### config.mk
export PLATFORM = sky130hd
export DESIGN_NAME = bsb_divider
export DESIGN_NICKNAME = d
export VERILOG_FILES = /design/src/rtl/bsb_pkg.sv /design/src/rtl/bsb_divider.sv
export SDC_FILE = /design/constraint.sdc
export NUM_CORES = 1
export LEC_CHECK = 0
export BUFFER_PORTS_ARGS = -buffer_cell sky130_fd_sc_hd__buf_4
export CORE_MARGIN = 2
export CORE_UTILIZATION = 57
export DETAILED_ROUTE_END_ITERATION = 16
export GPL_ROUTABILITY_DRIVEN = 0
export PLACE_DENSITY = 0.92
export REMOVE_ABC_BUFFERS = 1
export SLEW_MARGIN = 20
export SYNTH_ARGS = -nofsm -noshare
export SYNTH_HDL_FRONTEND = slang
export SYNTH_SLANG_ARGS = --single-unit
### constraint.sdc
create_clock -name clock -period 5.51 [get_ports clock]
set_input_delay 0.551 -clock clock [delete_from_list [all_inputs] [get_ports clock]]
set_output_delay 0.551 -clock clock [all_outputs]
set_load 0.005 [all_outputs]
### src/rtl/bsb_pkg.sv
// Shared types and constants for the separable RGB box blur.
// No dependencies; imported by bsb_divider, separable_box_blur_rgb_top and the testbench.
package bsb_pkg;

   localparam int MAX_WIDTH_DEF  = 2048;
   localparam int MAX_HEIGHT_DEF = 4096;
   localparam int MAX_RADIUS_DEF = 15;

   localparam int CH_N    = 3;
   localparam int CHAN_W  = 8;
   localparam int PIXEL_W = CH_N * CHAN_W;

   localparam int CSR_IDX_W  = 2;
   localparam int CSR_DATA_W = 13;

   localparam logic [CSR_IDX_W-1:0] CSR_FRAME_WIDTH  = 2'd0;
   localparam logic [CSR_IDX_W-1:0] CSR_FRAME_HEIGHT = 2'd1;
   localparam logic [CSR_IDX_W-1:0] CSR_BLUR_RADIUS  = 2'd2;

   localparam logic OP_PIXEL = 1'b0;
   localparam logic OP_DRAIN = 1'b1;

   typedef enum logic [3:0] {
      S_IDLE,
      S_PREP,
      S_CHECK,
      S_HREAD,
      S_VSETUP,
      S_VREAD,
      S_DSTART,
      S_DWAIT,
      S_OUT
   } bsb_state_type;

   typedef struct packed {
      logic busy;
      logic done;
   } bsb_div_stat_type;

endpackage

### src/rtl/bsb_divider.sv
// Three-lane restoring divider, one quotient bit per cycle per lane.
// Depends on bsb_pkg.
module bsb_divider #(
   parameter int DIVIDEND_W = 13,
   parameter int DIVISOR_W  = 5
) (
   input  logic                                    clock,
   input  logic                                    reset,
   input  logic                                    start,
   input  logic [bsb_pkg::CH_N-1:0][DIVIDEND_W-1:0] dividend,
   input  logic [DIVISOR_W-1:0]                    divisor,
   output logic [bsb_pkg::CH_N-1:0][DIVIDEND_W-1:0] quotient,
   output bsb_pkg::bsb_div_stat_type               stat
);
   import bsb_pkg::*;

   localparam int STEP_W = $clog2(DIVIDEND_W + 1);

   logic                                busy_ff;
   logic                                done_ff;
   logic [STEP_W-1:0]                   step_ff;
   logic [DIVISOR_W-1:0]                div_ff;
   logic [CH_N-1:0][DIVISOR_W-1:0]      rem_ff;
   logic [CH_N-1:0][DIVISOR_W-1:0]      rem_in;
   logic [CH_N-1:0][DIVIDEND_W-1:0]     quo_ff;
   logic [CH_N-1:0][DIVIDEND_W-1:0]     quo_in;
   logic [CH_N-1:0][DIVISOR_W:0]        trial;

   always_comb begin
      for (int i = 0; i < CH_N; i++) begin
         trial[i] = {rem_ff[i], quo_ff[i][DIVIDEND_W-1]};
         if (trial[i] >= {1'b0, div_ff}) begin
            rem_in[i] = DIVISOR_W'(trial[i] - {1'b0, div_ff});
            quo_in[i] = {quo_ff[i][DIVIDEND_W-2:0], 1'b1};
         end else begin
            rem_in[i] = trial[i][DIVISOR_W-1:0];
            quo_in[i] = {quo_ff[i][DIVIDEND_W-2:0], 1'b0};
         end
      end
   end

   always_ff @(posedge clock) begin
      if (reset) begin
         busy_ff <= 1'b0;
         done_ff <= 1'b0;
         step_ff <= '0;
      end else begin
         done_ff <= 1'b0;
         if (start) begin
            busy_ff <= 1'b1;
            step_ff <= STEP_W'(DIVIDEND_W);
         end else if (busy_ff) begin
            step_ff <= step_ff - 1'b1;
            if (step_ff == STEP_W'(1)) begin
               busy_ff <= 1'b0;
               done_ff <= 1'b1;
            end
         end
      end
   end

   always_ff @(posedge clock) begin
      if (start) begin
         quo_ff <= dividend;
         rem_ff <= '0;
         div_ff <= divisor;
      end else if (busy_ff) begin
         quo_ff <= quo_in;
         rem_ff <= rem_in;
      end
   end

   assign quotient  = quo_ff;
   assign stat.busy = busy_ff;
   assign stat.done = done_ff;

endmodule

; ---- Yosys cells after proc, flatten, opt, wreduce, memory -nomap -nowiden
; Cells that the tools add are included.
[word_totals]
romBits = 0
out_inout_bits = 41
n_memories = 0
register_bits = 65
input_bits = 47
ram_bits = 0
latchBits = 0
[op_classes]
n_mux = 14
n_reduce_logical = 3
n_bitwise = 1
div_mod_pow = 0
n_shift = 0
n_eq_ne = 1
multipliers = 0
add_sub_neg = 4
magnitude_cmp = 3
[op_table]
columns = cell, count
row1 = two-way mux 39 bit, 2
row2 = >= comparator 6 x 5 -> 1 bit, 3
row3 = two-way mux 5 bit, 3
row4 = subtractor 5 bit, 3
row5 = two-way mux 4 bit, 2
row6 = two-way mux 1 bit, 7
row7 = equality test 4 x 1 -> 1 bit (second input constant), 1
row8 = subtractor 4 x 1 -> 4 bit (second input constant), 1
row9 = OR reduction 3 bit, 1
row10 = nonzero test 2 bit, 1
row11 = OR reduction 2 bit, 1
row12 = inverter 1 bit, 1

; ---- Logic depth before layout (Yosys ltp)
[depth]
ltp_word = 4
ltp_mapped = 8
depth_no_buf = 8

; ---- Worst setup path before layout
; No wires, ideal clock.
[synth_timing]
path_type = reg-to-reg
start = register quo_ff, in the netlist quotient[12]
end = register rem_ff[4] (netlist name)
period_less_slack_ps = 2161
path_slack_ps = 3349
setup_time_ps = 117
arrival_time_ps = 2044
stages_incl_launch_ff = 9
cell_sequence = edfxtp_1 -> inv_1 -> ha_1 -> inv_1 -> fa_1 -> a21o_1 -> o211a_1 -> or3_1 -> a32o_1
[synth_via]
elab_chain_cells = 2
word_cells_on_any_way = 3
cone_classes = add/sub (1) / order compare (1) / mux (1)
[synth_lines]
columns = item, line_no
row1 = from (decl), bsb_divider.sv:25  ; logic [CH_N-1:0][DIVIDEND_W-1:0] quo_ff;
row2 = from (signal assigned), bsb_divider.sv:64  ; quo_ff <= dividend;
row3 = from (signal assigned), bsb_divider.sv:68  ; quo_ff <= quo_in;
row4 = subtractor 5 bit / >= comparator 6 x 5 -> 1 bit (equally long branches), "bsb_divider.sv:33, bsb_divider.sv:32"
row5 = two-way mux 5 bit *, bsb_divider.sv:32  ; if (trial[i] >= {1'b0, div_ff}) begin
row6 = to (signal assigned), bsb_divider.sv:69  ; rem_ff <= rem_in;
row7 = to (decl), bsb_divider.sv:23  ; logic [CH_N-1:0][DIVISOR_W-1:0] rem_ff;
; Mark *: on every way between the ends. The rest lies on a longest branch, timed or not.
; A chain may end at the register's enable or synchronous reset.

; ---- Worst setup path after layout
[layout_timing]
start = register busy_ff
end = register quo_ff, in the netlist quotient[35], enable pin
[layout_via]
elab_chain_cells = 1
[layout_lines]
columns = item, line_no
row1 = from (decl), bsb_divider.sv:19  ; logic busy_ff;
row2 = from (signal assigned), bsb_divider.sv:44  ; busy_ff <= 1'b0;
row3 = from (signal assigned), bsb_divider.sv:50  ; busy_ff <= 1'b1;
row4 = from (signal assigned), bsb_divider.sv:55  ; busy_ff <= 1'b0;
row5 = nonzero test 2 bit (no line), --
; Every way passes these cells.

==> summary by stage <==
Detailed routing
The highest signal layer in the routed design is met4. The detail route stage leaves a number of antenna-violating nets equal to 0. In the routed layout, each cell is associated on average with a via count of 6.119.

For this block, wires on met1 add up to 3259 um. The iteration count of the initial detailed-routing pass is 6. Wire segments on met2 add up to 4505 um in the final route.

The via count of the routed design is roughly 2700. The first routing iteration left 309 violations. After detailed routing, the average wire length per cell comes to roughly 20 um. The final wirelength is slightly below 9000 um. The routed design uses between 700 and 800 um of met3 wire.

The remaining design rule violation count is 0.

STA
The max-slew violation count is 0. The clock period could shrink to between 2 and 2.5 ns. In this run the tightest slew margin relative to its limit is a little under two fifths. The aggregate negative setup slack is 0 ns. The number of hold-slack violations in the final timing report is 0. The peak clock frequency supported by timing is 0.4079 GHz.

The number of setup violations in the final report is 0. Hold timing on the final database bottoms out at a slack of 0.3784 ns. The transition at the pin with the smallest max-transition slack is 0.9229 ns. After layout, the worst path uses between 40 and 50% of the clock period.

Setup repair after global routing left no endpoint under its margin. The clock skew after layout is approximately 0.0084 ns.

Die
The floorplan die height is ~80 um. The initial core utilization is 59.75%. The number of rows in the core area is 27. In this run the horizontal extent of the chip is ~80 um. The die area is about 0.0065 sq mm. The placeable core region is around 0.0056 sq mm. In this run the count of I/O pins placed on the die edge is 88.

Placement
The half-perimeter wire length after placement is 5715 um. Buffers placed on the I/O ports in this run total 87. The placement-stage cell area is 0.004030 sq mm. In this run, placement finished with an instance count of about 420.

Clock network
In this run the clock root is driven by a sky130_fd_sc_hd__clkbuf_8. The number of cells upsized or downsized after cts is 0. The number of hold-repair buffers added at the cts stage is 0. The clock latency of the later-clocked register in the worst-skew pair is 0.35 ns. The clock transition at the registers of the reported paths is around 0.07 ns. TritonCTS built the clock tree. The total CTS buffers is 9.

The number of buffers between clock root and the deepest sink is 2. Clock tree synthesis found a total of 65 sinks. The number of buffers inserted by post-CTS setup repair is 0. The H-tree depth is 3.

Power
The clock share of power is between 30% and 40%. The internal power summed over all cells is between 1 and 1.5 mW. IR analysis of the VDD net gives a maximum drop of between 0.2 and 0.25 mV. Power spread over the standard cell area amounts to ~330 mW/mm^2.

The reported net switching power is ~380 uW. Of the total power, combinational logic draws between 20% and 30%. Of the total power, registers draw between 40 and 50%. The leakage power figure is ~1.8 nW. The net switching fraction of the power is a little over a quarter.

Global route
The all-layer global routing usage is approximately 30%. The aggregate global routing overflow is 0. The via count of the first global-routing pass came to 2778. The initial antenna violation count is 0. The global-route wire length before repair is 13970 um. Entering global routing, the biggest net connects between 50 and 60 pins.

Setup path
The endpoint arrival time on the critical path is between 2 and 2.5 ns. The worst setup path is of the reg -> reg kind. The slowest cell on the critical path is sky130_fd_sc_hd__dfxtp_1. The signal on the critical path passes through nor2_1, inv_1, buf_4.

At the worst endpoint, the required time is about 5.5 ns. For this run, the slowest stage of the critical path takes 0.80 ns. Along the worst path, the maximum fanout reaches 25.

The worst setup path is captured at a flip-flop. The type of origin of the critical path is a flip-flop.

Synthesis
The fraction of post-synthesis cell area in the top cell type by area is around 40%. The number of synthesis warnings is 0. The share of the yosys chip area belonging to registers is between 50% and 60%. The area of the mapped netlist is around 0.0033 sq mm. The gate count after technology mapping is approximately 270. Summing the areas of all xor and xnor instances in the mapped netlist gives 1.578% of the synthesized area. The adder-cell share of the synthesized area is under 10%.

Summing the areas of all and, or, nand and nor instances in the mapped netlist gives 9.053% of the synthesized area. The post-synthesis cell type with the largest combined area is sky130_fd_sc_hd__edfxtp_1. The most instantiated flip-flop cell in the synthesis netlist is sky130_fd_sc_hd__edfxtp_1. A synthesized cell averages ~12 sq um. In this run, synthesis inferred 44 flip-flops with an integrated enable. The portion of netlist area occupied by mux cells is between 10 and 15%. The synthesized netlist devotes between 10% and 20% of its cell area to compound gates.

The dominant combinational cell family by area after synthesis is multiplexers. The number of distinct library cells after synthesis is 46. The register bit count reported by yosys is 65. Sorting the synthesized cells by area gives the leading types as sky130_fd_sc_hd__edfxtp_1, sky130_fd_sc_hd__dfxtp_1, sky130_fd_sc_hd__mux2_2. For this run, asynchronously set or reset flops after synthesis account for 0%.

Cells and area
The fraction of the core area covered by cells at the end of the flow is approximately 77%. The final net count is around 430. The number of antenna diodes in the final layout is 0. The leading cell type in the layout, fill and taps excluded is sky130_fd_sc_hd__buf_4. Summing all non-filler instances in the final layout gives an area of 0.004272 sq mm. Leaving out fill and tap cells, the most frequent cells in the layout are sky130_fd_sc_hd__buf_4, sky130_fd_sc_hd__edfxtp_1, sky130_fd_sc_hd__mux2_2. The area growth from synthesis to layout is 28.25%. The ratio of cells with drive above 1 in the final layout is between 30% and 40%. The final standard cell count with taps included and fillers excluded is about 440.

Job
Across the run, the number of max-cap violations was 0.

Status
The run finished with clean final reports.

Min path
The path class of the tightest hold or removal check is in -> reg.
-- through the flow --
| step | setup slack (ns) | total power, mW |
|---|---|---|
| 2_1_floorplan | 3.349 | 0.7763 |
| 3_3_place_gp | 2.924 | 0.8905 |
| 3_5_place_dp | 2.848 | 0.9057 |
| 4_1_cts | 3.080 | 1.401 |
| 5_1_grt | 2.915 | 1.456 |
| 6_report | 3.058 | 1.406 |
-- power groups by stage --
stage	Clock (mW)	Sequential [mW]	Combinational (mW)
global placement	0	0.624	0.267
global route	0.516	0.625	0.316
floorplan	0	0.620	0.156
CTS	0.495	0.619	0.287
detailed placement	0	0.626	0.280
finish	0.495	0.619	0.292
-- area by class of cell --
cell class / count / area [sq um]
Inverter: 19 / 71.32
Multi-Input combinational cell: 177 / 1466
Sequential cell: 65 / 1742
Clock inverter: 7 / 117.6
Clock buffer: 9 / 123.9
Fill cell: 308 / 1303
Tap cell: 72 / 90.09
Timing Repair Buffer: 88 / 660.6
-- flip-flops by register name (all words and copies together) (netlist names) --
register	flops
quotient	39
rem_ff	15
div_ff	5
step_ff	4
busy_ff	1
done_ff	1
-- final timing paths --
| kind | startpoint | end | slack, ns | cells after the start |
|---|---|---|---|---|
| setup reg to reg | busy_ff | quotient[35] | 3.06 | 3 |
| hold reg to reg | rem_ff[4] | rem_ff[4] | 0.49 | 1 |
| hold / removal | divisor[4] | div_ff[4] | 0.38 | 1 |
| setup / recovery | busy_ff | quotient[35] | 3.06 | 3 |
-- cell usage after synthesis, drive strengths merged, types with 5 or more instances --
cell type	count
edfxtp	44
mux2	37
dfxtp	21
inv	19
ha	17
nor2	16
a21oi	15
nand2	14
buf	9
a311oi	7
and2	5
and3	5
nand3	5
o211ai	5
o21ai	5
-- worst max-delay path: cells and delay by family, from the launching register on --
kind / cells / cell delay [ns]
buffers and inverters: 2 / 0.94
AND/OR/NAND/NOR: 1 / 0.37
flip-flops: 1 / 0.80
-- routing by layer --
layer  up-vias  GRT usage (%)
li1       1212              -
met3        19          7.865
met4         0          12.54
met5         -              0
met1      1272          33.75
met2       171          50.83
-- kinds of logic (layout without fill, tap and decap cells) --
kind of cell,after synthesis,in the layout
flip-flops,65,65
AND/OR/NAND/NOR,58,58
AO/OA/AOI/OAI,55,55
multiplexers,38,38
buffers and inverters,30,123
adder cells (fa/ha/maj),20,20
XOR/XNOR,6,6
Note: power is estimated with default switching activity, not from simulation.
